`config.mk`:
```
export PLATFORM = sky130hd
export DESIGN_NAME = swu_pipe_ctrl
export DESIGN_NICKNAME = d
export VERILOG_FILES = /design/src/rtl/swu_pkg.sv /design/src/rtl/swu_pipe_ctrl.sv
export SDC_FILE = /design/constraint.sdc
export NUM_CORES = 1
export LEC_CHECK = 0
export ABC_AREA = 1
export ABC_CLOCK_PERIOD_IN_PS = 1220
export BUFFER_PORTS_ARGS = -buffer_cell sky130_fd_sc_hd__buf_4
export CORE_MARGIN = 5
export CORE_UTILIZATION = 44
export DETAILED_ROUTE_END_ITERATION = 8
export HOLD_SLACK_MARGIN = 0.03
export PLACE_DENSITY = 0.75
export SETUP_SLACK_MARGIN = 0.15
export SLEW_MARGIN = 25
export SYNTH_ARGS = -nofsm -noshare
export SYNTH_HDL_FRONTEND = slang
export SYNTH_SLANG_ARGS = --single-unit
```
`constraint.sdc`:
```
create_clock -name clk -period 1.22 [get_ports clk]
set_input_delay 0.122 -clock clk [delete_from_list [all_inputs] [get_ports clk]]
set_output_delay 0.122 -clock clk [all_outputs]
set_load 0.01 [all_outputs]
```
`src/rtl/swu_pkg.sv`:
```
// ----------------------------------------------------------------------------
// swu_pkg
// Shared constants, register codes, tables and structs of the SARPROP
// weight update pipeline.
// ----------------------------------------------------------------------------
package swu_pkg;

	localparam int WORD_BITS  = 32;
	localparam int FRAC_BITS  = 24;
	localparam int STEP_BITS  = 31;
	localparam int ITER_BITS  = 24;
	localparam int RND_BITS   = 24;
	localparam int TAB_FRAC   = 24;
	localparam int ADDR_BITS  = 5;
	localparam int POW_STEPS  = 8;
	localparam int NUM_STAGES = 14;

	localparam int ST_S1    = 0;
	localparam int ST_S2    = 1;
	localparam int ST_POW   = 2;
	localparam int ST_SHIFT = ST_POW + POW_STEPS;
	localparam int ST_MUL   = ST_SHIFT + 1;
	localparam int ST_SIGN  = ST_MUL + 1;
	localparam int ST_OUT   = ST_SIGN + 1;

	localparam logic [FRAC_BITS:0]   FIX_ONE  = {1'b1, {FRAC_BITS{1'b0}}};
	localparam logic [STEP_BITS-1:0] STEP_MAX = '1;
	localparam logic [WORD_BITS-1:0] WORD_MAX = {1'b0, {(WORD_BITS-1){1'b1}}};
	localparam logic [WORD_BITS-1:0] WORD_MIN = {1'b1, {(WORD_BITS-1){1'b0}}};

	// 2^-(2^-(i+1)) in Q0.24 for entry i, one entry per fraction bit of the exponent
	localparam logic [TAB_FRAC-1:0] POW_TAB [POW_STEPS] = '{
		24'd11863283, 24'd14107901, 24'd15384775, 24'd16065917,
		24'd16417715, 24'd16596571, 24'd16686609, 24'd16731851
	};

	typedef enum logic [2:0] {
		REG_SHRINK = 3'd0,
		REG_GROW   = 3'd1,
		REG_FLOOR  = 3'd2,
		REG_CEIL   = 3'd3,
		REG_DECAY  = 3'd4,
		REG_NTHR   = 3'd5,
		REG_NOISE  = 3'd6,
		REG_ANNEAL = 3'd7
	} swu_reg_t;

	localparam logic [24:0] RST_SHRINK = 25'd8388608;
	localparam logic [25:0] RST_GROW   = 26'd20132659;
	localparam logic [24:0] RST_FLOOR  = 25'd168;
	localparam logic [30:0] RST_CEIL   = 31'd83886080;
	localparam logic [24:0] RST_DECAY  = 25'd167772;
	localparam logic [24:0] RST_NTHR   = 25'd1677722;
	localparam logic [28:0] RST_NOISE  = 29'd50331648;
	localparam logic [24:0] RST_ANNEAL = 25'd167772;

	typedef enum logic [1:0] {
		UPD_SAME   = 2'd0,
		UPD_FLIP   = 2'd1,
		UPD_HOLD   = 2'd2,
		UPD_FROZEN = 2'd3
	} swu_upd_t;

	typedef struct packed {
		logic [24:0] shrink;
		logic [25:0] grow;
		logic [24:0] step_floor;
		logic [30:0] step_ceiling;
		logic [24:0] k1;
		logic [24:0] k2;
		logic [28:0] k3;
		logic [24:0] temp;
	} swu_cfg_t;

	typedef struct packed {
		logic [NUM_STAGES-1:0] en;
		logic [NUM_STAGES-1:0] valid;
	} swu_pipe_t;

	typedef struct packed {
		logic [FRAC_BITS:0] p;
		logic [7:0]         xf;
		logic [4:0]         xi;
		logic               xbig;
	} swu_pow_t;

	typedef struct packed {
		logic [WORD_BITS-1:0] w;
		logic [WORD_BITS-1:0] g;
		logic [WORD_BITS-1:0] gp;
		logic [STEP_BITS-1:0] step;
		logic                 frozen;
		logic [31:0]          dm;
		logic [38:0]          ahk;
		logic [24:0]          alkh;
		logic [28:0]          nz0;
		logic [STEP_BITS-1:0] grown;
		logic [STEP_BITS-1:0] shrunk;
		logic                 shr_sat;
	} swu_carry_t;

endpackage

```
`src/rtl/swu_pipe_ctrl.sv`:
```
// ----------------------------------------------------------------------------
// swu_pipe_ctrl
// Stage valid bits and per-stage load enables; bubbles collapse on a stall.
// ----------------------------------------------------------------------------
module swu_pipe_ctrl import swu_pkg::*; (
	input  logic      clk,
	input  logic      arst_n,
	input  logic      in_valid,
	input  logic      out_ready,
	output swu_pipe_t ctl
);

	logic [NUM_STAGES-1:0] valid_q;
	logic [NUM_STAGES-1:0] en;

	// a stage holds only when it and every later stage are full and the sink stalls
	for (genvar i = 0; i < NUM_STAGES; i++) begin : g_en
		assign en[i] = out_ready || !(&valid_q[NUM_STAGES-1:i]);
	end

	always_ff @(posedge clk or negedge arst_n) begin
		if (!arst_n) begin
			valid_q <= '0;
		end else begin
			if (en[0]) begin
				valid_q[0] <= in_valid;
			end
			for (int i = 1; i < NUM_STAGES; i++) begin
				if (en[i]) begin
					valid_q[i] <= valid_q[i-1];
				end
			end
		end
	end

	assign ctl.en    = en;
	assign ctl.valid = valid_q;

endmodule

```
Word-level counts from Yosys, hierarchy flattened
Cells that the tools add are included.
W data, S select, Z words.

operators by class
  reduce and logical (&&, ||, !) cells = 41

operator list
  cell                number
  $logic_not A1 Y1    14
  $logic_or A1 B1 Y1  14
  $reduce_and A14 Y1  1
  $reduce_and A13 Y1  1
  $reduce_and A12 Y1  1
  $reduce_and A11 Y1  1
  $reduce_and A10 Y1  1
  $reduce_and A9 Y1   1
  $reduce_and A8 Y1   1
  $reduce_and A7 Y1   1
  $reduce_and A6 Y1   1
  $reduce_and A5 Y1   1
  $reduce_and A4 Y1   1
  $reduce_and A3 Y1   1
  $reduce_and A2 Y1   1

storage, ports and cells
  register bits = 14
  output and inout bits = 28
  bits of input ports = 4

Longest topological paths before layout
  depth after elaboration = 3
  depth in mapped cells = 7
  depth with buffers taken out = 7

Least setup slack after synthesis
OpenSTA, ideal clock, no wires.

  kind = register to output
  from = register valid_q[12]
  to = output port ctl[15] in the netlist's numbering
  slack = 0.108 ns
  arrival = 0.990 ns
  stages on the path, launching flop included = 6
  buffers on the path = 0
  path through = dfrtp_1 -> nand2_1 -> nor2_4 -> nand2_4 -> nor2_4 -> nand3_1

RTL lines
  what                              line                 text
  start: declaration                swu_pipe_ctrl.sv:13  logic [NUM_STAGES-1:0] valid_q;
  start signal: indexed assignment  swu_pipe_ctrl.sv:30  valid_q[i] <= valid_q[i-1];
  end: declaration                  swu_pipe_ctrl.sv:10  output swu_pipe_t ctl

==> flow_metrics.py <==
metrics = {
    "run_status": {
        "status": "finished, violations left",
        "violations": "negative setup slack",
    },
    "route": {
        "vias": 836,
        "drt_first_pass_iters": 4,
        "ant_nets": 0,
        "route.detailed.drc": 0,
        "drtIter0Drc": 18,
        "wl_per_cell_um": 16.1,
        "routed_wl_um": 2680,
        "viasPerCell": 5.01,
    },
    "timing": {
        "slew_headroom_pct": 87.6,
        "fin_hold_ws_ns": 0.0336,
        "layout_setup_ws_ns": -0.330,
        "hold_viol": 0,
        "tightest_slew_ns": 0.185,
        "rsz0062_at_grt": "yes",
        "finalSetupViolCount": 15,
        "max_freq_mhz": 645,
        "drv_slew": 0,
        "min_period_ns": 1.55,
        "finClkSkew_ns": 0.00930,
        "fin_crit_sh_pct": 127,
    },
    "layout": {
        "drive_above_1_share_pct": 62.9,
        "antenna_cells": 0,
        "final_nets": 156,
        "syn_to_final_growth_pct": 87.9,
        "fillers": 73,
        "regMostFlops": "valid_q",
        "fin_area_um2": 1340,
        "multiInputGateArea_um2": 367,
        "layout.area.seq_um2": 354,
        "largest_reg_flops": 14,
        "reg_top3": "valid_q: 14 flops",
    },
    "yosys": {
        "ys_ff_latch": 14,
        "syn_inst": 92,
        "ys_seq_area_share_pct": 49.0,
        "synth_fp_nets": 96,
        "synth_area_um2": 714,
        "postSynthAreaPerCell_um2": 7.77,
        "yosysWarnings": 0,
        "yosys.cell_types.count": 13,
    },
    "grt": {
        "grt_pass1_wl_um": 4100,
        "track_usage_pct": 20.9,
        "grt_max_degree": 15,
        "antenna_found_initial": 0,
        "grt_pass1_vias": 878,
        "grt.overflow.total": 0,
    },
    "setup_path": {
        "worstReg2RegStart": "valid_q[13]",
        "worstSetupStartpointType": "flip-flop",
        "startpoint": "valid_q[13]",
        "critical_path_class": "reg2out",
        "cp_max_fo": 4,
        "cp_data_arrival_time_ns": 1.43,
        "cp-end-kind": "primary output",
        "crit_required_ns": 1.10,
    },
    "clock_tree": {
        "ctsRootBufferMaster": "clkbuf_4",
        "clk_pin_slew_ns": 0.09,
        "cts_buffer_depth": 2,
        "cts.sinks": 14,
        "ctsHtreeMaxLevel": 1,
        "cts-buffers-inserted": 3,
        "worstSkewPairLatency_ns": 0.29,
        "cts_tree": "built",
    },
    "die": {
        "die_x_um": 50.3,
        "coreArea_um2": 1520,
        "dieArea_um2": 2530,
        "die_h_um": 50.3,
        "rows": 14,
        "start_util_pct": 46.9,
        "io_pins": 32,
    },
    "min_path": {
        "min_path_type": "in2reg",
        "worstHoldStart": "in_valid",
    },
    "run": {
        "maxCapViolations": 0,
    },
    "power": {
        "power_leakage_nw": 0.713,
        "power.total_mw": 2.72,
        "vdd_drop_max_mv": 1.34,
        "cellPowerDensity_nw_per_um2": 2020,
    },
    "placed_design": {
        "io_buffers": 31,
        "place_congestion": 0.782,
        "dp_hpwl_um": 1550,
        "placedInstanceArea_um2": 1000,
    },
}
## placed cells by master (no fill, tap or decap)
cell            n
clkbuf_4        3
nand2_1        18
buf_4          35
inv_1          15
nand2_4         2
nor2_2          2
nor2_4          6
dlygate4sd3_1   1
o21bai_1        3
dfrtp_1        11
nand3_1         3
nor2_1          4
nor3_1          1
dfrtp_2         3
nand3_2         5
nand2_2        10
or2_2           1
inv_2           6
or2_4           1
buf_6          19
o21bai_2        1
clkbuf_8        1
## per-layer routing
layer  wire length [µm]  GRT usage, %
met1               1090          24.9
met2               1360          33.3
met3                140          5.62
met4                 96          13.2
met5                  0             0
## cell usage after synthesis (all sizes together)
library cell	instances	area, µm²
nor3	1	5.00
nand2	30	133
inv	21	78.8
dfrtp	14	350
nand3	8	45.0
nor2	12	60.1
o21bai	4	30.0
or2	2	12.5
## path summary, 6_finish.rpt
check                              end  slack, ns  depth (start not counted)
max reg2reg                 valid_q[5]      -0.18                          9
max                            ctl[15]      -0.33                          6
min in group asynchronous   valid_q[6]       0.21                          2
max in group asynchronous  valid_q[11]       0.82                          2
min                         valid_q[0]       0.03                          2
min reg2reg                 valid_q[1]       0.51                          2
## kinds of logic (layout without fill, tap and decap cells)
kind of cell	Yosys count	count (layout)	synth area share (%)
simple gates	53	53	35.7
flops	14	14	49.0
compound gates	4	4	4.20
buf+inv	21	80	11.0
## report_power, final
group / internal [mW] / total, mW / switching [mW]
combinational: 0.854 / 1.69 / 0.836
sequential: 0.564 / 0.682 / 0.118
clock: 0.182 / 0.344 / 0.162
total: 1.60 / 2.72 / 1.12
## stage by stage
step	cells	TNS [ns]	utilization [%]	setup slack, ns
global placement	141	0	65.7	0.0471
finish	167	-3.55	88.1	-0.330
floorplan	92	0	-	0.145
global route	167	-4.28	88.1	-0.379
CTS	155	-2.51	76.4	-0.275
detailed placement	141	0	65.7	0.0118
## worst max-delay path: stages, from the launching register on
cell     delay (ns)
dfrtp_2        0.44
nand2_4        0.09
nor2_4         0.15
nand2_4        0.09
nor2_4         0.14
nand3_2        0.09
buf_6          0.13
## repair_timing
item / in CTS / in global routing
setup endpoints to repair: 18 / 30
pin swaps: 3 / 6
endpoints found under the hold margin: 14 / 0
hold buffers: 1 / 0
buffers inserted: 9 / 12
gates resized for setup: 14 / 29
## area by class of cell
cell class / count / area share [%]
flip-flops and latches: 14 / 26.4
clock buffers: 4 / 2.70
well taps: 16 / 1.49
repair buffers: 55 / 36.3
multi-input cells: 57 / 27.3
inverters: 21 / 5.87
Note: power is estimated with default switching activity, not from simulation.
