[config.mk]
export PLATFORM = sky130hd
export DESIGN_NAME = swu_back
export DESIGN_NICKNAME = d
export VERILOG_FILES = /design/src/rtl/swu_pkg.sv /design/src/rtl/swu_back.sv
export SDC_FILE = /design/constraint.sdc
export NUM_CORES = 2
export LEC_CHECK = 0
export BUFFER_PORTS_ARGS = -buffer_cell sky130_fd_sc_hd__buf_4
export CAP_MARGIN = 20
export CORE_UTILIZATION = 30
export CTS_CLUSTER_SIZE = 25
export DETAILED_ROUTE_END_ITERATION = 8
export PLACE_DENSITY = 0.42
export RECOVER_POWER = 25
export SYNTH_ARGS = -nofsm -noshare
export SYNTH_HDL_FRONTEND = slang
export SYNTH_SLANG_ARGS = --single-unit
[constraint.sdc]
create_clock -name clk -period 8.9 [get_ports clk]
set_input_delay 0.89 -clock clk [delete_from_list [all_inputs] [get_ports clk]]
set_output_delay 0.89 -clock clk [all_outputs]
set_load 0.01 [all_outputs]
[src/rtl/swu_pkg.sv]
// ----------------------------------------------------------------------------
// swu_pkg
// Shared constants, register codes, tables and structs of the SARPROP
// weight update pipeline.
// ----------------------------------------------------------------------------
package swu_pkg;

	localparam int WORD_BITS  = 32;
	localparam int FRAC_BITS  = 24;
	localparam int STEP_BITS  = 31;
	localparam int ITER_BITS  = 24;
	localparam int RND_BITS   = 24;
	localparam int TAB_FRAC   = 24;
	localparam int ADDR_BITS  = 5;
	localparam int POW_STEPS  = 8;
	localparam int NUM_STAGES = 14;

	localparam int ST_S1    = 0;
	localparam int ST_S2    = 1;
	localparam int ST_POW   = 2;
	localparam int ST_SHIFT = ST_POW + POW_STEPS;
	localparam int ST_MUL   = ST_SHIFT + 1;
	localparam int ST_SIGN  = ST_MUL + 1;
	localparam int ST_OUT   = ST_SIGN + 1;

	localparam logic [FRAC_BITS:0]   FIX_ONE  = {1'b1, {FRAC_BITS{1'b0}}};
	localparam logic [STEP_BITS-1:0] STEP_MAX = '1;
	localparam logic [WORD_BITS-1:0] WORD_MAX = {1'b0, {(WORD_BITS-1){1'b1}}};
	localparam logic [WORD_BITS-1:0] WORD_MIN = {1'b1, {(WORD_BITS-1){1'b0}}};

	// 2^-(2^-(i+1)) in Q0.24 for entry i, one entry per fraction bit of the exponent
	localparam logic [TAB_FRAC-1:0] POW_TAB [POW_STEPS] = '{
		24'd11863283, 24'd14107901, 24'd15384775, 24'd16065917,
		24'd16417715, 24'd16596571, 24'd16686609, 24'd16731851
	};

	typedef enum logic [2:0] {
		REG_SHRINK = 3'd0,
		REG_GROW   = 3'd1,
		REG_FLOOR  = 3'd2,
		REG_CEIL   = 3'd3,
		REG_DECAY  = 3'd4,
		REG_NTHR   = 3'd5,
		REG_NOISE  = 3'd6,
		REG_ANNEAL = 3'd7
	} swu_reg_t;

	localparam logic [24:0] RST_SHRINK = 25'd8388608;
	localparam logic [25:0] RST_GROW   = 26'd20132659;
	localparam logic [24:0] RST_FLOOR  = 25'd168;
	localparam logic [30:0] RST_CEIL   = 31'd83886080;
	localparam logic [24:0] RST_DECAY  = 25'd167772;
	localparam logic [24:0] RST_NTHR   = 25'd1677722;
	localparam logic [28:0] RST_NOISE  = 29'd50331648;
	localparam logic [24:0] RST_ANNEAL = 25'd167772;

	typedef enum logic [1:0] {
		UPD_SAME   = 2'd0,
		UPD_FLIP   = 2'd1,
		UPD_HOLD   = 2'd2,
		UPD_FROZEN = 2'd3
	} swu_upd_t;

	typedef struct packed {
		logic [24:0] shrink;
		logic [25:0] grow;
		logic [24:0] step_floor;
		logic [30:0] step_ceiling;
		logic [24:0] k1;
		logic [24:0] k2;
		logic [28:0] k3;
		logic [24:0] temp;
	} swu_cfg_t;

	typedef struct packed {
		logic [NUM_STAGES-1:0] en;
		logic [NUM_STAGES-1:0] valid;
	} swu_pipe_t;

	typedef struct packed {
		logic [FRAC_BITS:0] p;
		logic [7:0]         xf;
		logic [4:0]         xi;
		logic               xbig;
	} swu_pow_t;

	typedef struct packed {
		logic [WORD_BITS-1:0] w;
		logic [WORD_BITS-1:0] g;
		logic [WORD_BITS-1:0] gp;
		logic [STEP_BITS-1:0] step;
		logic                 frozen;
		logic [31:0]          dm;
		logic [38:0]          ahk;
		logic [24:0]          alkh;
		logic [28:0]          nz0;
		logic [STEP_BITS-1:0] grown;
		logic [STEP_BITS-1:0] shrunk;
		logic                 shr_sat;
	} swu_carry_t;

endpackage

[src/rtl/swu_back.sv]
// ----------------------------------------------------------------------------
// swu_back
// Stages 12-14: decay and noise products, gradient reduction and case
// select, weight add with saturation.
// ----------------------------------------------------------------------------
module swu_back import swu_pkg::*; (
	input  logic                 clk,
	input  swu_pipe_t            ctl,
	input  logic [FRAC_BITS:0]   factor,
	input  swu_carry_t           carry,
	output logic [WORD_BITS-1:0] weight_out,
	output logic [WORD_BITS-1:0] applied_change,
	output logic [STEP_BITS-1:0] step_out,
	output logic [WORD_BITS-1:0] gradient_to_keep,
	output logic                 saturated
);

	logic [56:0]          dec_prod;
	logic [53:0]          nz_prod;
	logic [39:0]          thr;

	logic [31:0]          dec_s12;
	logic [29:0]          nz_s12;
	logic                 lt_s12;
	swu_carry_t           cr_s12;

	logic [33:0]          g_x;
	logic [33:0]          d_x;
	logic [33:0]          diff;
	logic                 ovf;
	logic [WORD_BITS-1:0] gsat;
	logic                 gpos;
	logic                 gneg;
	logic                 ppos;
	logic                 pneg;
	logic [31:0]          noisy;
	logic [STEP_BITS-1:0] noisy_step;
	swu_upd_t             kind;
	logic [STEP_BITS-1:0] step_nx;
	logic [WORD_BITS-1:0] gkeep_nx;
	logic                 sat_nx;

	swu_upd_t             kind_s13;
	logic [STEP_BITS-1:0] step_s13;
	logic [WORD_BITS-1:0] gkeep_s13;
	logic                 sat_s13;
	logic                 neg_s13;
	logic [WORD_BITS-1:0] w_s13;

	logic [32:0]          delta;
	logic [32:0]          sum;
	logic                 wovf;

	logic [WORD_BITS-1:0] wout_s14;
	logic [WORD_BITS-1:0] chg_s14;
	logic [STEP_BITS-1:0] step_s14;
	logic [WORD_BITS-1:0] gkeep_s14;
	logic                 sat_s14;

	assign dec_prod = 57'(carry.dm) * 57'(factor);
	assign nz_prod  = 54'(carry.nz0) * 54'(factor);
	assign thr      = 40'(carry.ahk) + 40'(carry.alkh);

	always_ff @(posedge clk) begin
		if (ctl.en[ST_MUL]) begin
			dec_s12 <= dec_prod[FRAC_BITS +: 32];
			nz_s12  <= nz_prod[FRAC_BITS +: 30];
			lt_s12  <= 40'(carry.shrunk) < thr;
			cr_s12  <= carry;
		end
	end

	assign g_x  = {{2{cr_s12.g[WORD_BITS-1]}}, cr_s12.g};
	assign d_x  = {2'b00, dec_s12};
	// decay takes the sign of the weight
	assign diff = cr_s12.w[WORD_BITS-1] ? (g_x + d_x) : (g_x - d_x);
	assign ovf  = (diff[33:31] != 3'b000) && (diff[33:31] != 3'b111);
	assign gsat = ovf ? (diff[33] ? WORD_MIN : WORD_MAX) : diff[WORD_BITS-1:0];
	assign gneg = diff[33];
	assign gpos = !diff[33] && (diff != '0);
	assign pneg = cr_s12.gp[WORD_BITS-1];
	assign ppos = !cr_s12.gp[WORD_BITS-1] && (cr_s12.gp != '0);

	assign noisy      = 32'(cr_s12.shrunk) + 32'(nz_s12);
	assign noisy_step = noisy[31] ? STEP_MAX : noisy[STEP_BITS-1:0];

	always_comb begin
		if (cr_s12.frozen) begin
			kind = UPD_FROZEN;
		end else if ((gpos && ppos) || (gneg && pneg)) begin
			kind = UPD_SAME;
		end else if ((gpos && pneg) || (gneg && ppos)) begin
			kind = UPD_FLIP;
		end else begin
			kind = UPD_HOLD;
		end
	end

	always_comb begin
		case (kind)
			UPD_SAME: begin
				step_nx  = cr_s12.grown;
				gkeep_nx = gsat;
				sat_nx   = ovf;
			end
			UPD_FLIP: begin
				step_nx  = lt_s12 ? noisy_step : cr_s12.shrunk;
				gkeep_nx = '0;
				sat_nx   = ovf || cr_s12.shr_sat || (lt_s12 && noisy[31]);
			end
			UPD_HOLD: begin
				step_nx  = cr_s12.step;
				gkeep_nx = gsat;
				sat_nx   = ovf;
			end
			default: begin
				step_nx  = cr_s12.step;
				gkeep_nx = cr_s12.g;
				sat_nx   = 1'b0;
			end
		endcase
	end

	always_ff @(posedge clk) begin
		if (ctl.en[ST_SIGN]) begin
			kind_s13  <= kind;
			step_s13  <= step_nx;
			gkeep_s13 <= gkeep_nx;
			sat_s13   <= sat_nx;
			neg_s13   <= gsat[WORD_BITS-1];
			w_s13     <= cr_s12.w;
		end
	end

	always_comb begin
		if (kind_s13 inside {UPD_FLIP, UPD_FROZEN}) begin
			delta = '0;
		end else if (neg_s13) begin
			delta = 33'd0 - 33'(step_s13);
		end else begin
			delta = 33'(step_s13);
		end
	end

	assign sum  = {w_s13[WORD_BITS-1], w_s13} + delta;
	assign wovf = sum[32] != sum[31];

	always_ff @(posedge clk) begin
		if (ctl.en[ST_OUT]) begin
			wout_s14  <= wovf ? (sum[32] ? WORD_MIN : WORD_MAX) : sum[WORD_BITS-1:0];
			chg_s14   <= delta[WORD_BITS-1:0];
			step_s14  <= step_s13;
			gkeep_s14 <= gkeep_s13;
			sat_s14   <= sat_s13 || wovf;
		end
	end

	assign weight_out       = wout_s14;
	assign applied_change   = chg_s14;
	assign step_out         = step_s14;
	assign gradient_to_keep = gkeep_s14;
	assign saturated        = sat_s14;

endmodule

After elaboration in Yosys (flattened, before gate mapping)
Index checks and enable logic that the tools add are counted.
{"block": "totals", "reg_bits": 481, "in_bits": 370, "output_inout_bits": 128}
{"block": "op_classes", "n_addsub": 6, "mul": 2, "order_cmp": 1, "eq_ne": 6, "mux": 15, "n_reduce_logical": 21}
{"cell": "32-bit 2-to-1 mux", "n": 4}
{"cell": "33-bit 2-to-1 mux", "n": 2}
{"cell": "32-bit case mux with 2 select lines", "n": 1}
{"cell": "31-bit 2-to-1 mux", "n": 2}
{"cell": "31-bit case mux with 2 select lines", "n": 1}
{"cell": "32-bit by 25-bit multiplier with 56-bit output", "n": 1}
{"cell": "29-bit by 25-bit multiplier with 54-bit output", "n": 1}
{"cell": "39-bit by 25-bit adder with 40-bit output", "n": 1}
{"cell": "31-bit by 40-bit < comparator with 1-bit output", "n": 1}
{"cell": "32-bit by 33-bit adder with 34-bit output", "n": 1}
{"cell": "34-bit 2-to-1 mux", "n": 1}
{"cell": "34-bit nonzero test", "n": 1}
{"cell": "32-bit by 33-bit subtractor with 34-bit output", "n": 1}
{"cell": "33-bit adder", "n": 1}
{"cell": "31-bit by 30-bit adder with 32-bit output", "n": 1}
{"cell": "32-bit nonzero test", "n": 1}
{"cell": "1-bit by 31-bit subtractor with 32-bit output (first input constant)", "n": 1}
{"cell": "1-bit logical AND", "n": 8}
{"cell": "2-bit 2-to-1 mux", "n": 3}
{"cell": "1-bit logical OR", "n": 5}
{"cell": "2-bit by 1-bit equality test with 1-bit output (second input constant)", "n": 2}
{"cell": "2-bit equality test (second input constant)", "n": 2}
{"cell": "3-bit inequality test (second input constant)", "n": 1}
{"cell": "3-bit nonzero test", "n": 1}
{"cell": "other kinds (6)", "n": 7}

Depth between registers and ports, before layout
{"block": "logic_depth", "depth_word": 12, "depth_mapped": 28, "mapped_depth_nobuf": 26}

Worst setup path before layout
OpenSTA, ideal clock, no wires.
{"block": "synth_path", "kind": "input port to flip-flop", "from": "input port factor[10]", "to": "register nz_s12[20], data pin", "setup_ns": 0.258, "arrival_ns": 7.471, "required_ns": 8.642, "path_slack_ns": 1.171, "cell_stages": 27, "path_cell_list": "clkbuf_1 clkbuf_1 nand2_1 fa_1 fa_1 inv_1 fa_1 inv_1 fa_1 inv_1 fa_1 fa_1 inv_1 fa_1 inv_1 ha_1 o21ai_0 o21bai_1 o21ai_0 a311oi_1 o21ai_0 o21ai_1 a31oi_1 o211a_1 o31ai_1 a21oi_1 xnor2_1"}
{"block": "synth_via", "elab_chain_len": 1}
{"element": "from (decl)", "line": "swu_back.sv:9", "text": "input logic [FRAC_BITS:0] factor,"}
{"element": "29-bit by 25-bit multiplier with 54-bit output", "line": "swu_back.sv:61", "text": "assign nz_prod = 54'(carry.nz0) * 54'(factor);"}
{"element": "via nz_prod[44]", "line": "swu_back.sv:19", "text": "logic [53:0] nz_prod;"}
{"element": "to (signal assigned)", "line": "swu_back.sv:67", "text": "nz_s12 <= nz_prod[FRAC_BITS +: 30];"}
{"element": "to (decl)", "line": "swu_back.sv:23", "text": "logic [29:0] nz_s12;"}
The timed path passes the listed nets, and every way through them passes these cells.
A chain may end at the register's enable or synchronous reset.

Worst setup path after layout
{"block": "layout_path", "from": "input port factor[2]", "to": "register nz_s12[16], data pin"}
Same word-level chain as after synthesis.

==> flow_metrics.env <==
export IMPL_status="complete, but fails checks"
export IMPL_violations="design-rule violations"
export IMPL_cts_root_buf="clkbuf_16"
export IMPL_drt_iter0_drc=2711
export IMPL_tns_ps=0
export IMPL_worstPathMaxFanout=35
export IMPL_synth_cell_type_count=75
export IMPL_worstMarginPinSlew_ps=923
export IMPL_dr_max_layer_used="met5"
export IMPL_synth_seq_cells=480
export IMPL_yosys_area_share_simple=0.154
export IMPL_synth_most_common_cell="inv_1"
export IMPL_start_util=0.302
export IMPL_cts_made_buffers=51
export IMPL_die_w_um=492
export IMPL_synth_adder_area_share=0.455
export IMPL_die_area_mm2=0.242
export IMPL_cts_setup_buffers=0
export IMPL_syn_area_mm2=0.0719
export IMPL_regArea_mm2=0.0144
export IMPL_core_area_mm2=0.238
export IMPL_final_period_utilization=0.925
export IMPL_fin_skew_ps=67.8
export IMPL_area_growth_pct=12.5
export IMPL_crit_start="factor[2]"
export IMPL_critPathKind="in -> reg"
export IMPL_drive_gt1_frac=0.0884
export IMPL_worstPathRequired_ps=9270
export IMPL_port_buffers=472
export IMPL_worstSkewPairLatency_ps=660
export IMPL_synth_top_cell_by_area="fa_1"
export IMPL_routed_wl_met3_um=13300
export IMPL_synth_area_mux_share=0.000887
export IMPL_hp_class="reg -> reg"
export IMPL_yosys_warnings=0
export IMPL_synth_edf_count=480
export IMPL_finalWeightedCongestion=0.856
export IMPL_rr_startpoint="step_s13[2]"
export IMPL_clkSinkCount=480
export IMPL_yosysTopAreaCellShare=0.363
export IMPL_synthesis_nets=9547
export IMPL_cts_buffer_depth=3
export IMPL_io_pins=498
export IMPL_synthCells=7349
export IMPL_slew_violations=0
export IMPL_multi_input_area_mm2=0.0507
export IMPL_drcViolationCount=174
export IMPL_crit_path_end_kind="register"
export IMPL_hold_viol=0
export IMPL_synth_area_leaders="fa_1, edfxtp_1, ha_1"
export IMPL_cts_hold_buf=0
export IMPL_synth_top_family_by_area="adder cells"
export IMPL_synth_compound_area_frac=0.0657
export IMPL_drt_first_pass_iters=7
export IMPL_clk_pin_slew_ps=60
export IMPL_cp_slowest_stage_delay_ps=650
export IMPL_grt_pass1_vias=55400
export IMPL_synthTopCellsByCount="inv_1, fa_1, nand2_1, and2_1, ha_1"
export IMPL_synthXorXnorAreaFrac=0.0280
export IMPL_synth_avg_cell_area_um2=9.79
export IMPL_hpwl_um=183000
export IMPL_ctsResizeCount=0
export IMPL_finish_instance_area_mm2=0.0810
export IMPL_met2_length_um=107000
export IMPL_wl_per_cell_um=21.3
export IMPL_cap_violations=0
export IMPL_num_vias=51200
export IMPL_tritoncts="yes"
export IMPL_overflow=0
export IMPL_grt_max_degree=153
export IMPL_finalNetCount=9862
export IMPL_htreeDepth=2
export IMPL_rsz0062_at_grt="false"
export IMPL_synth_flop_cell="edfxtp_1"
export IMPL_period_minus_slack_ps=8240
export IMPL_synthArstFlopShare=0
export IMPL_antenna_found_initial=50
export IMPL_fmax_mhz=121
export IMPL_setup_viol=0
export IMPL_slew_headroom=0.382
export IMPL_drt_met1_wl_um=108000
export IMPL_fillers=24500
export IMPL_grt_total_usage=0.193
export IMPL_num_rows=179
export IMPL_antenna_left=0
export IMPL_worstHoldStart="gkeep_s13[19]"
export IMPL_crit_path_start_kind="primary input"
export IMPL_grt_pass1_wl_um=353000
export IMPL_cp_common_cell="fa_1"
export IMPL_drt_total_wl_um=232000
export IMPL_seq_area_frac_synth=0.200
export IMPL_crit_path_top_delay_cell="o21ai_0"
export IMPL_vias_per_cell=4.70
export IMPL_crit_arrival_ps=8610
export IMPL_place_area_mm2=0.0793
export IMPL_die_y_um=492
-- registers in the layout, indices dropped and copies added (netlist names) --
name and count:
sat_s13 1, gradient_to_keep 32, step_s13 31, saturated 1, w_s13 32, kind_s13 1, lt_s12 1, cr_s12 191
gkeep_s13 32, dec_s12 32, neg_s13 1, step_out 31, applied_change 32, weight_out 32, nz_s12 30
-- per-stage QoR --
stage	utilization	worst slack, ps	hold WS, ps	instances
4_1_cts	0.340	725	355	10900
2_1_floorplan	-	1170	400	7349
3_5_place_dp	0.333	40.8	405	10800
6_report	0.340	664	380	10900
3_3_place_gp	0.333	76.4	403	10800
5_1_grt	0.340	280	392	10900
-- metal layers --
| layer | vias to the layer above | track usage |
|---|---|---|
| met2 | 1230 | 0.318 |
| met3 | 219 | 0.0275 |
| li1 | 23400 | - |
| met5 | - | 0 |
| met1 | 26300 | 0.272 |
| met4 | 36 | 0.0317 |
-- kinds of logic (layout without fill, tap and decap cells) --
group | after synthesis | after routing
other | 0 | 28
muxes | 6 | 6
AOI/OAI and AO/OA | 745 | 745
xor gates and xnor gates | 230 | 230
buffers and inverters | 1825 | 2182
DFF | 480 | 480
and+or+nand+nor | 2226 | 2226
adders and majority gates | 1837 | 1837
-- layout make-up --
type | count | area share
clock buffer | 55 | 0.0159
tap | 3167 | 0.0489
antenna | 28 | 0.000865
inverter | 1475 | 0.0684
multi-input combinational | 5044 | 0.626
clock inverter | 40 | 0.00569
sequential | 480 | 0.178
timing repair buffer | 612 | 0.0563
-- worst paths after layout --
kind | end | slack, ps | cells after the start
worst max-delay path | nz_s12[16] | 660 | 28
worst min-delay path | gradient_to_keep[19] | 380 | 0
worst max register to register | weight_out[5] | 2010 | 18
worst min register to register | gradient_to_keep[19] | 380 | 0
-- critical path, delay by kind of cell --
family / cells / cell delay [ps]
AOI/OAI and AO/OA: 9 / 2170
xor gates and xnor gates: 1 / 180
adders and majority gates: 8 / 3760
buffers and inverters: 8 / 1110
and+or+nand+nor: 2 / 440
-- placed cells by master (no fill, tap or decap), types with 10 or more instances in the layout --
cell and instances:
nor4_1 21, and3_1 17, o21a_1 34, o31ai_1 23
a211oi_1 19, inv_1 1475, clkbuf_16 51, a31oi_1 53
nand3_1 68, buf_4 409, xor2_1 114, o21bai_1 24
diode_2 28, o21ai_1 22, or2_2 11, nand2_1 920
nor3_1 50, or3_1 22, nor2b_1 21, fa_1 1306
clkbuf_1 49, o211ai_1 31, o221ai_1 10, nand4_1 27
a21o_1 92, ha_1 522, o21ai_0 126, xnor2_1 116
edfxtp_1 480, clkbuf_4 146, and2_1 793, nor2_1 203
nand2b_1 25, a21oi_1 226
Power is left out: the tool's default activity adds up to more than one toggle a clock period on the data nets, which glitch-free logic cannot reach.
