**src/rtl/swu_pkg.sv**
```systemverilog
// ----------------------------------------------------------------------------
// swu_pkg
// Shared constants, register codes, tables and structs of the SARPROP
// weight update pipeline.
// ----------------------------------------------------------------------------
package swu_pkg;

	localparam int WORD_BITS  = 32;
	localparam int FRAC_BITS  = 24;
	localparam int STEP_BITS  = 31;
	localparam int ITER_BITS  = 24;
	localparam int RND_BITS   = 24;
	localparam int TAB_FRAC   = 24;
	localparam int ADDR_BITS  = 5;
	localparam int POW_STEPS  = 8;
	localparam int NUM_STAGES = 14;

	localparam int ST_S1    = 0;
	localparam int ST_S2    = 1;
	localparam int ST_POW   = 2;
	localparam int ST_SHIFT = ST_POW + POW_STEPS;
	localparam int ST_MUL   = ST_SHIFT + 1;
	localparam int ST_SIGN  = ST_MUL + 1;
	localparam int ST_OUT   = ST_SIGN + 1;

	localparam logic [FRAC_BITS:0]   FIX_ONE  = {1'b1, {FRAC_BITS{1'b0}}};
	localparam logic [STEP_BITS-1:0] STEP_MAX = '1;
	localparam logic [WORD_BITS-1:0] WORD_MAX = {1'b0, {(WORD_BITS-1){1'b1}}};
	localparam logic [WORD_BITS-1:0] WORD_MIN = {1'b1, {(WORD_BITS-1){1'b0}}};

	// 2^-(2^-(i+1)) in Q0.24 for entry i, one entry per fraction bit of the exponent
	localparam logic [TAB_FRAC-1:0] POW_TAB [POW_STEPS] = '{
		24'd11863283, 24'd14107901, 24'd15384775, 24'd16065917,
		24'd16417715, 24'd16596571, 24'd16686609, 24'd16731851
	};

	typedef enum logic [2:0] {
		REG_SHRINK = 3'd0,
		REG_GROW   = 3'd1,
		REG_FLOOR  = 3'd2,
		REG_CEIL   = 3'd3,
		REG_DECAY  = 3'd4,
		REG_NTHR   = 3'd5,
		REG_NOISE  = 3'd6,
		REG_ANNEAL = 3'd7
	} swu_reg_t;

	localparam logic [24:0] RST_SHRINK = 25'd8388608;
	localparam logic [25:0] RST_GROW   = 26'd20132659;
	localparam logic [24:0] RST_FLOOR  = 25'd168;
	localparam logic [30:0] RST_CEIL   = 31'd83886080;
	localparam logic [24:0] RST_DECAY  = 25'd167772;
	localparam logic [24:0] RST_NTHR   = 25'd1677722;
	localparam logic [28:0] RST_NOISE  = 29'd50331648;
	localparam logic [24:0] RST_ANNEAL = 25'd167772;

	typedef enum logic [1:0] {
		UPD_SAME   = 2'd0,
		UPD_FLIP   = 2'd1,
		UPD_HOLD   = 2'd2,
		UPD_FROZEN = 2'd3
	} swu_upd_t;

	typedef struct packed {
		logic [24:0] shrink;
		logic [25:0] grow;
		logic [24:0] step_floor;
		logic [30:0] step_ceiling;
		logic [24:0] k1;
		logic [24:0] k2;
		logic [28:0] k3;
		logic [24:0] temp;
	} swu_cfg_t;

	typedef struct packed {
		logic [NUM_STAGES-1:0] en;
		logic [NUM_STAGES-1:0] valid;
	} swu_pipe_t;

	typedef struct packed {
		logic [FRAC_BITS:0] p;
		logic [7:0]         xf;
		logic [4:0]         xi;
		logic               xbig;
	} swu_pow_t;

	typedef struct packed {
		logic [WORD_BITS-1:0] w;
		logic [WORD_BITS-1:0] g;
		logic [WORD_BITS-1:0] gp;
		logic [STEP_BITS-1:0] step;
		logic                 frozen;
		logic [31:0]          dm;
		logic [38:0]          ahk;
		logic [24:0]          alkh;
		logic [28:0]          nz0;
		logic [STEP_BITS-1:0] grown;
		logic [STEP_BITS-1:0] shrunk;
		logic                 shr_sat;
	} swu_carry_t;

endpackage

```
**src/rtl/swu_regs.sv**
```systemverilog
// ----------------------------------------------------------------------------
// swu_regs
// APB-style configuration registers with read back.
// ----------------------------------------------------------------------------
module swu_regs import swu_pkg::*; (
	input  logic        clk,
	input  logic        arst_n,
	input  logic        psel,
	input  logic        penable,
	input  logic        pwrite,
	input  logic [2:0]  index,
	input  logic [31:0] pwdata,
	output logic [31:0] prdata,
	output swu_cfg_t    cfg
);

	swu_cfg_t cfg_q;
	swu_reg_t sel;
	logic     wr;

	assign sel = swu_reg_t'(index);
	assign wr  = psel && penable && pwrite;

	always_ff @(posedge clk or negedge arst_n) begin
		if (!arst_n) begin
			cfg_q.shrink       <= RST_SHRINK;
			cfg_q.grow         <= RST_GROW;
			cfg_q.step_floor   <= RST_FLOOR;
			cfg_q.step_ceiling <= RST_CEIL;
			cfg_q.k1           <= RST_DECAY;
			cfg_q.k2           <= RST_NTHR;
			cfg_q.k3           <= RST_NOISE;
			cfg_q.temp         <= RST_ANNEAL;
		end else if (wr) begin
			case (sel)
				REG_SHRINK: cfg_q.shrink       <= pwdata[24:0];
				REG_GROW:   cfg_q.grow         <= pwdata[25:0];
				REG_FLOOR:  cfg_q.step_floor   <= pwdata[24:0];
				REG_CEIL:   cfg_q.step_ceiling <= pwdata[30:0];
				REG_DECAY:  cfg_q.k1           <= pwdata[24:0];
				REG_NTHR:   cfg_q.k2           <= pwdata[24:0];
				REG_NOISE:  cfg_q.k3           <= pwdata[28:0];
				REG_ANNEAL: cfg_q.temp         <= pwdata[24:0];
				default: begin
				end
			endcase
		end
	end

	always_comb begin
		prdata = '0;
		case (sel)
			REG_SHRINK: prdata = {7'd0, cfg_q.shrink};
			REG_GROW:   prdata = {6'd0, cfg_q.grow};
			REG_FLOOR:  prdata = {7'd0, cfg_q.step_floor};
			REG_CEIL:   prdata = {1'b0, cfg_q.step_ceiling};
			REG_DECAY:  prdata = {7'd0, cfg_q.k1};
			REG_NTHR:   prdata = {7'd0, cfg_q.k2};
			REG_NOISE:  prdata = {3'd0, cfg_q.k3};
			REG_ANNEAL: prdata = {7'd0, cfg_q.temp};
			default:    prdata = '0;
		endcase
	end

	assign cfg = cfg_q;

endmodule

```
**config.mk**
```make
export PLATFORM = sky130hd
export DESIGN_NAME = swu_regs
export DESIGN_NICKNAME = d
export VERILOG_FILES = /design/src/rtl/swu_pkg.sv /design/src/rtl/swu_regs.sv
export SDC_FILE = /design/constraint.sdc
export NUM_CORES = 1
export LEC_CHECK = 0
export BUFFER_PORTS_ARGS = -buffer_cell sky130_fd_sc_hd__buf_2
export CAP_MARGIN = 40
export CORE_AREA = 2 2 135 137
export DETAILED_ROUTE_END_ITERATION = 7
export DIE_AREA = 0 0 137 139
export GPL_TIMING_DRIVEN = 0
export MAX_ROUTING_LAYER = met4
export PLACE_DENSITY_LB_ADDON = 0.1
export SLEW_MARGIN = 20
export SYNTH_ARGS = -nofsm -noshare
export SYNTH_HDL_FRONTEND = slang
export SYNTH_SLANG_ARGS = --single-unit
```
**constraint.sdc**
```tcl
create_clock -name clk -period 3.45 [get_ports clk]
set_input_delay 0.1725 -clock clk [delete_from_list [all_inputs] [get_ports clk]]
set_output_delay 0.1725 -clock clk [all_outputs]
set_load 0.05 [all_outputs]
```
# ---- After elaboration in Yosys (flattened, before gate mapping)
# Index checks and enable logic that the tools add are counted.
dict set report classes {
  n_eq_ne 7
  muxes 1
  n_reduce_logical 11
}
# operator count
set ops {}
lappend ops {{$pmux W32 S8} 1}
lappend ops {{$reduce_and A2 Y1} 8}
lappend ops {{$eq A3 B3 Y1 const B} 4}
lappend ops {{$eq A3 B2 Y1 const B} 2}
lappend ops {{$eq A3 B1 Y1 const B} 1}
lappend ops {{$logic_not A3 Y1} 1}
lappend ops {{$logic_and A1 B1 Y1} 2}
dict set report totals {
  ff_bits 211
  input_bits 40
}

# ---- Logic depth before layout (Yosys ltp)
# Gate-level depths: netlist (run 1).
dict set report depth {
  depth_word 3
  ltp_mapped 6
}

# ---- Worst setup path after synthesis (run 1)
# Ideal clock, no wire load.
dict set report synth_path {
  path_type {in2out}
  startpoint {input port index[1]}
  endpoint {output port prdata[25]}
  t_arrival_ns 2.039
  t_required_ns 3.277
  setup_slack_ns 1.239
  cell_stages 5
  path_buffers 3
  cell_sequence {buf_6 clkbuf_1 clkbuf_1 mux2i_1 o21ai_0}
}
dict set report synth_via {
  elab_chain_cells 2
}
# item line_no
set synth_rtl {}
lappend synth_rtl {{start: declaration} swu_regs.sv:11} ;# input logic [2:0] index,
lappend synth_rtl {{$eq A3 B3 Y1 (tied with other cells)} swu_regs.sv:52} ;# case (sel)
lappend synth_rtl {{$pmux W32 S8 (*)} swu_regs.sv:52}
lappend synth_rtl {{end: declaration} swu_regs.sv:13} ;# output logic [31:0] prdata,
# Mark *: on every way between the ends. The rest lies on a longest branch, timed or not. The select of a mux whose other input is x is not followed.

# ---- Worst setup path in the final report (run 1)
dict set report layout_path {
  startpoint {input port index[2]}
  endpoint {output port prdata[7]}
}
# The elaborated chain is that of the path after synthesis.

==> results by group, run 1 <==
Pwr
  – Max VDD drop: 0.530 mV
  – Cell Pwr Density: 752 mW/mm2
  – Total power: 0.00942 W
  – Reg power frac: 0.364
  – Pint: 0.00544 W
  – Net Switching: 0.00398 W
  – Leakage: 6.28 nW
  – Switching Share: 0.422
  – Clock power frac: 0.258
  – Comb power frac: 0.378

Routing
  – Vias after detailed routing: 7249
  – Post-Route WL: 29.8 mm
  – DR iter-0 viols: 384
  – Vias per cell: 5.76
  – Average wire per standard cell: 23.7 um
  – # DRC: 0
  – Pre-Repair DR Iteration Count: 4
  – Antenna Violating Nets Remaining: 0

Placed design
  – I/O Buffers: 278
  – Placed Instance Area: 0.0115 mm2
  – DP HPWL: 20.2 mm
  – Gpl congestion: 0.850
  – Placed cells: 1188

Synth
  – Synth Register Bits: 211
  – Post-synth top cells: mux2_2, dfrtp_1, mux2i_1
  – Top cells by area, synth: dfrtp_1, mux2_2, dfstp_2
  – Synth Cell Area: 0.00975 mm2
  – Ys async rst share: 1.00
  – Syn_nets: 718
  – Yosys warning total: 0
  – Seq/Total Area, Yosys: 0.548
  – Syn avg cell area: 14.4 um2
  – Yosys cell types: 29
  – Mapped Cells: 678
  – Largest area contributor in the netlist: dfrtp_1
  – Top_reg_cell synth: dfrtp_1
  – Number of flops mapped to enable cells by yosys: 0
  – Count leader, synth: mux2_2
  – Synth top area share: 0.408

Global route
  – Largest net degree at the start of global routing: 93
  – Antenna violations before repair: 0
  – Vias in the first global route: 7625
  – Global-route wire length before repair: 45.0 mm
  – Congestion Overflow GR: 0
  – GRT Total Usage: 0.325

Worst setup path
  – R2R depth: 1
  – CP cell instances: buf_2 > or3_1 > clkbuf_1 > clkbuf_1 > o22a_1 > buf_2
  – RR Startpoint: cfg[199]$_DFFE_PN0P_
  – CP max-delay cell: clkbuf_1
  – Critical Path Fanout Max: 10
  – CP Capture Type: output pin
  – Req. time, crit path: 3.28 ns
  – Slowest Stage Delay on Critical Path: 0.69 ns
  – FF-to-FF setup slack: 2.62 ns
  – CP Buf/Inv Count: 4
  – WS Path Type: input port to output pin
  – Startpoint Class: input port
  – Crit path DAT: 2.09 ns
  – Crit-path leading delay family: buffers and inverters
  – Worst reg2reg path endpoint: cfg[199]$_DFFE_PN0P_

Die
  – Initial cell density of the core: 0.552
  – DIE WIDTH: 137 um
  – Core area: 0.0177 mm2
  – Die area: 0.0190 mm2
  – Rows: 49
  – Ports: 283
  – Die Span Y: 139 um

STA
  – Slew at the pin closest to its max-slew limit: 0.890 ns
  – Clock Skew: 0 ns
  – Final Cycle Share: 0.657
  – Final Hold Vio Count: 0
  – Slew Limit Fails: 0
  – Final setup viols: 0
  – Total negative slack: 0 ns
  – RSZ-0062 raised after global routing: no
  – Fmax: 441 MHz
  – Rel. slew slack: 0.407
  – Period minus WS final: 2.27 ns

Finish
  – Share of cells above drive strength 1: 0.569
  – Final std cells w/o fill: 1259
  – Design Area, Final: 0.0125 mm2
  – Post-Route Utilization: 0.709
  – Largest register FFs: 211
  – # nets final: 1052
  – Area grow syn2layout: 28.5%

CTS
  – CTS tree: done
  – Maximum clock path buffer count: 3
  – Clk_lat worst skew: 0.51 ns
  – CTS clk-pin slew, worst paths: 0.05 ns
  – Htree depth: 1
  – CTS Root Cell: clkbuf_16
  – Num Clock Sinks: 211
  – Post_cts resized: 0
  – Num CTS Buffers: 23

Hold path
  – Hold Path End: cfg[152]$_DFFE_PN0P_
  – Hold Path Origin: pwdata[17]
  – Hold Crit Depth: 2
  – HP Class: input port to flop

Run
  – Max Cap Viol: 0

Status
  – Status: complete, no violations
==> repair_timing <==
item,4_1_cts,5_1_grt
buffers inserted,0,0
hold buffers,28,0
hold endpoints to repair,222,0
setup endpoints to repair,0,0
==> cells by family after synthesis <==
| kind of cell | synth area share |
|---|---|
| simple gates | 0.0329 |
| buf+inv | 0.0280 |
| flops | 0.548 |
| other cells | 0.000385 |
| mux | 0.329 |
| compound gates | 0.0611 |
==> worst max-delay path by stage <==
| stage | start | endpoint | slack, ns | cells after the start |
|---|---|---|---|---|
| after detailed placement | index[2] | prdata[7] | 1.23 | 6 |
| after CTS | index[2] | prdata[7] | 1.19 | 6 |
| final | index[2] | prdata[7] | 1.18 | 6 |
| after global routing | index[2] | prdata[7] | 1.14 | 6 |
| after floorplan | index[1] | prdata[25] | 1.24 | 5 |
| after global placement | arst_n | cfg[71]$_DFFE_PN0P_ | -1.37 | 1 |
==> cell usage in the layout (no fill, tap or decap) <==
cell and instances:
bufinv_16 1, inv_1 4, diode_2 1, o21ai_0 1, nor3b_1 21, nand3_1 1, and3_1 2, buf_2 300
inv_6 1, nor2_1 2, clkinv_2 2, buf_16 2, o22a_1 25, mux2_1 27, nand2_1 2, mux2_4 20
buf_6 4, buf_8 1, clkbuf_8 6, clkbuf_1 30, mux2_2 164, nand4_2 1, o22ai_1 25, a211oi_1 21
a221oi_1 4, nand4b_4 1, dlygate4sd3_1 28, conb_1 1, dfrtp_1 159, clkbuf_16 23, nor2b_1 5, a22oi_1 3
nor2_2 4, mux2i_1 76, buf_4 4, or3_1 3, nand2b_1 3, dfstp_2 52
==> power by group through the flow <==
| stage | clock (W) | sequential (W) | combinational (W) |
|---|---|---|---|
| 4_1_cts | 0.00246 | 0.00343 | 0.00357 |
| 5_1_grt | 0.00257 | 0.00350 | 0.00371 |
| 3_5_place_dp | 0 | 0.00346 | 0.00354 |
| 6_report | 0.00243 | 0.00343 | 0.00356 |
| 2_1_floorplan | 0 | 0.00514 | 0.000952 |
| 3_3_place_gp | 0 | 0.00344 | 0.00350 |
==> metal layers <==
metal / up-vias / share of wire / track usage
met5: - / 0 / -
met4: 0 / 0.028 / 0.105
met3: 63 / 0.078 / 0.0753
met2: 301 / 0.48 / 0.509
met1: 3684 / 0.42 / 0.418
li1: 3201 / - / -
==> through the flow <==
step | hold slack (ns) | setup WS [ns]
floorplan | -0.123 | 1.24
global route | 0.0145 | 1.14
detailed placement | 0.0988 | 1.23
CTS | 0.000507 | 1.19
finish | 0.00704 | 1.18
global placement | 0.394 | -1.37
==> area by class of cell <==
class,count,area [um2]
sequential,211,5350
fill,1330,5130
multi-input combinational,412,4130
timing repair buffer,309,1750
clock buffer,38,692
tap,229,287
buffer,51,258
clock inverter,4,48.8
inverter,4,15.0
antenna,1,2.50
Note: power is estimated with default switching activity, not from simulation.
==> inputs of run 2 (changes only) <==
- CORE_AREA: 2 2 135 137 -> 2 2 140 142
- DIE_AREA: 0 0 137 139 -> 0 0 142 144
- clock period: 3.45 -> 2.3 ns (I/O delays scaled with it)
==> results by group, run 2 (synthesized netlist as in run 1, its figures left out) <==
Die
  – DIE WIDTH: 142 um (+3.6%)
  – Die area: 0.0204 mm2 (+7.4%)
  – Core area: 0.0191 mm2 (+8.1%)
  – Ports: 283 (unchanged)
  – Die Span Y: 144 um (+3.6%)
  – Initial cell density of the core: 0.511 (-0.0412)
  – Rows: 51 (+4.1%)

Finish
  – Largest register FFs: 211 (unchanged)
  – Commonest non-fill, non-tap cell in the layout: buf_2
  – Most frequent cells in the layout: buf_2, mux2_2, dfrtp_1
  – Final std cells w/o fill: 1275 (+1.3%)
  – # nets final: 1058 (+0.57%)
  – Share of cells above drive strength 1: 0.570 (+0.000978)
  – Area grow syn2layout: 29.6%

Global route
  – Antenna violations before repair: 1 (+1)
  – GRT Total Usage: 0.303 (-0.0217)
  – Largest net degree at the start of global routing: 75 (-19%)
  – Congestion Overflow GR: 0 (unchanged)
  – Global-route wire length before repair: 45.0 mm (-0.11%)
  – Vias in the first global route: 7355 (-3.5%)

Routing
  – Pre-Repair DR Iteration Count: 4 (unchanged)
  – Antenna Violating Nets Remaining: 0 (unchanged)
  – Post-Route WL: 30.6 mm (+2.4%)
  – DR iter-0 viols: 330 (-14%)
  – Vias after detailed routing: 7258 (+0.12%)
  – Average wire per standard cell: 24.0 um (+1.1%)
  – # DRC: 0 (unchanged)
  – Vias per cell: 5.69 (-1.1%)

Worst setup path
  – FF-to-FF setup slack: 1.47 ns (-1.15 ns)
  – CP max-delay cell: clkbuf_1
  – WS Path Type: input port to output pin
  – Startpoint Class: input port
  – Slowest Stage Delay on Critical Path: 0.71 ns (+0.02 ns)
  – CP cell instances: buf_2 > or3_1 > clkbuf_1 > clkbuf_1 > o22a_1 > buf_2
  – Req. time, crit path: 2.18 ns (-1.10 ns)
  – Critical Path Fanout Max: 10 (unchanged)
  – Crit path DAT: 2.07 ns (-0.02 ns)
  – CP Capture Type: output pin

Placed design
  – Pre-CTS setup slack: 0.142 ns (-1.09 ns)
  – Gpl congestion: 0.809 (-4.8%)
  – Placed cells: 1197 (+0.76%)
  – DP HPWL: 20.7 mm (+2.5%)
  – I/O Buffers: 278 (unchanged)

CTS
  – CTS clk-pin slew, worst paths: 0.07 ns (+0.02 ns)
  – Num Clock Sinks: 211 (unchanged)
  – Post_cts resized: 0 (unchanged)
  – Htree depth: 1 (unchanged)
  – Post-CTS setup buffers: 0 (unchanged)
  – CTS tree: done
  – Clk_lat worst skew: 0.51 ns (about the same)
  – Maximum clock path buffer count: 3 (unchanged)
  – CTS Root Cell: clkbuf_16
  – Num CTS Buffers: 24 (+4.3%)

Hold path
  – HP Class: input port to asynchronous set/reset pin

STA
  – Final Hold Vio Count: 0 (unchanged)
  – Slew Limit Fails: 0 (unchanged)
  – Final setup viols: 0 (unchanged)
  – Final Cycle Share: 0.952
  – Rel. slew slack: 0.405 (-0.00147)
  – Setup ws final: 0.110 ns (-1.07 ns)
  – Fmax: 457 MHz
  – Slew at the pin closest to its max-slew limit: 0.892 ns (+0.00220 ns)
  – Total negative slack: 0 ns (unchanged)
  – RSZ-0062 raised after global routing: no
  – Clock Skew: 0 ns (unchanged)
  – Period minus WS final: 2.19 ns

Pwr
  – Leakage: 6.33 nW (+0.78%)
  – Cell Pwr Density: 1130 mW/mm2 (+50%)
  – Max VDD drop: 0.776 mV (+46%)

Status
  – Status: complete, no violations

Run
  – Max Cap Viol: 0 (unchanged)
[run 2: cell count changes in the layout (fill, tap and decap cells not counted), sizes merged]
cell / delta
inv: -1
clkbuf: -1
dlygate4sd3: +4
buf: +1
clkinv: +4
[run 2: through the flow]
step           utilization  total power (W)  cell area [um2]  hold WS [ns]
2_1_floorplan            -          0.00915             9750        -0.181
3_3_place_gp         0.600           0.0104            11400         0.336
3_5_place_dp         0.604           0.0105            11500         0.134
4_1_cts              0.661           0.0143            12600         0.156
5_1_grt              0.662           0.0148            12600         0.201
6_report             0.662           0.0143            12600         0.170
[run 2: critical path, delay by kind of cell]
kind                   cells  cell delay (ns)
buffers and inverters      4             1.56
AO/OA/AOI/OAI              1             0.26
AND/OR/NAND/NOR            1             0.13
[run 2: final cells by class]
cell class / count / area (um2)
clock inverter: 7 / 63.8
tap: 238 / 298
buffer: 51 / 258
multi-input combinational: 412 / 4130
timing repair buffer: 314 / 1800
antenna: 1 / 2.50
sequential: 211 / 5350
fill: 1533 / 6450
clock buffer: 37 / 721
inverter: 4 / 15.0
[run 2: where the power goes]
group          switching (W)  internal [W]  leakage [nW]
Sequential          0.000582       0.00458          2.58
Clock                0.00152       0.00226         0.390
Combinational        0.00392       0.00143          3.36
[run 2: final timing paths]
kind | start | end | cells after the start
setup / recovery | index[2] | prdata[7] | 6
hold / removal | arst_n | cfg[51]$_DFFE_PN0P_ | 2
setup reg to reg | cfg[199]$_DFFE_PN0P_ | cfg[199]$_DFFE_PN0P_ | 1
hold reg to reg | cfg[157]$_DFFE_PN0P_ | cfg[157]$_DFFE_PN0P_ | 1
max in group asynchronous | arst_n | cfg[87]$_DFFE_PN1P_ | 3
min in group clk | index[1] | cfg[134]$_DFFE_PN0P_ | 4
[run 2: what timing repair did]
| item | CTS | global route |
|---|---|---|
| hold endpoints to repair | 282 | 0 |
| setup endpoints to repair | 0 | 0 |
| hold buffers | 32 | 0 |
[run 2: routing by layer]
metal | up-vias | share of wire | track usage
met1 | 3735 | 0.44 | 0.399
met5 | - | 0 | -
met3 | 53 | 0.064 | 0.0616
met4 | 0 | 0.024 | 0.0884
li1 | 3200 | - | -
met2 | 270 | 0.47 | 0.480
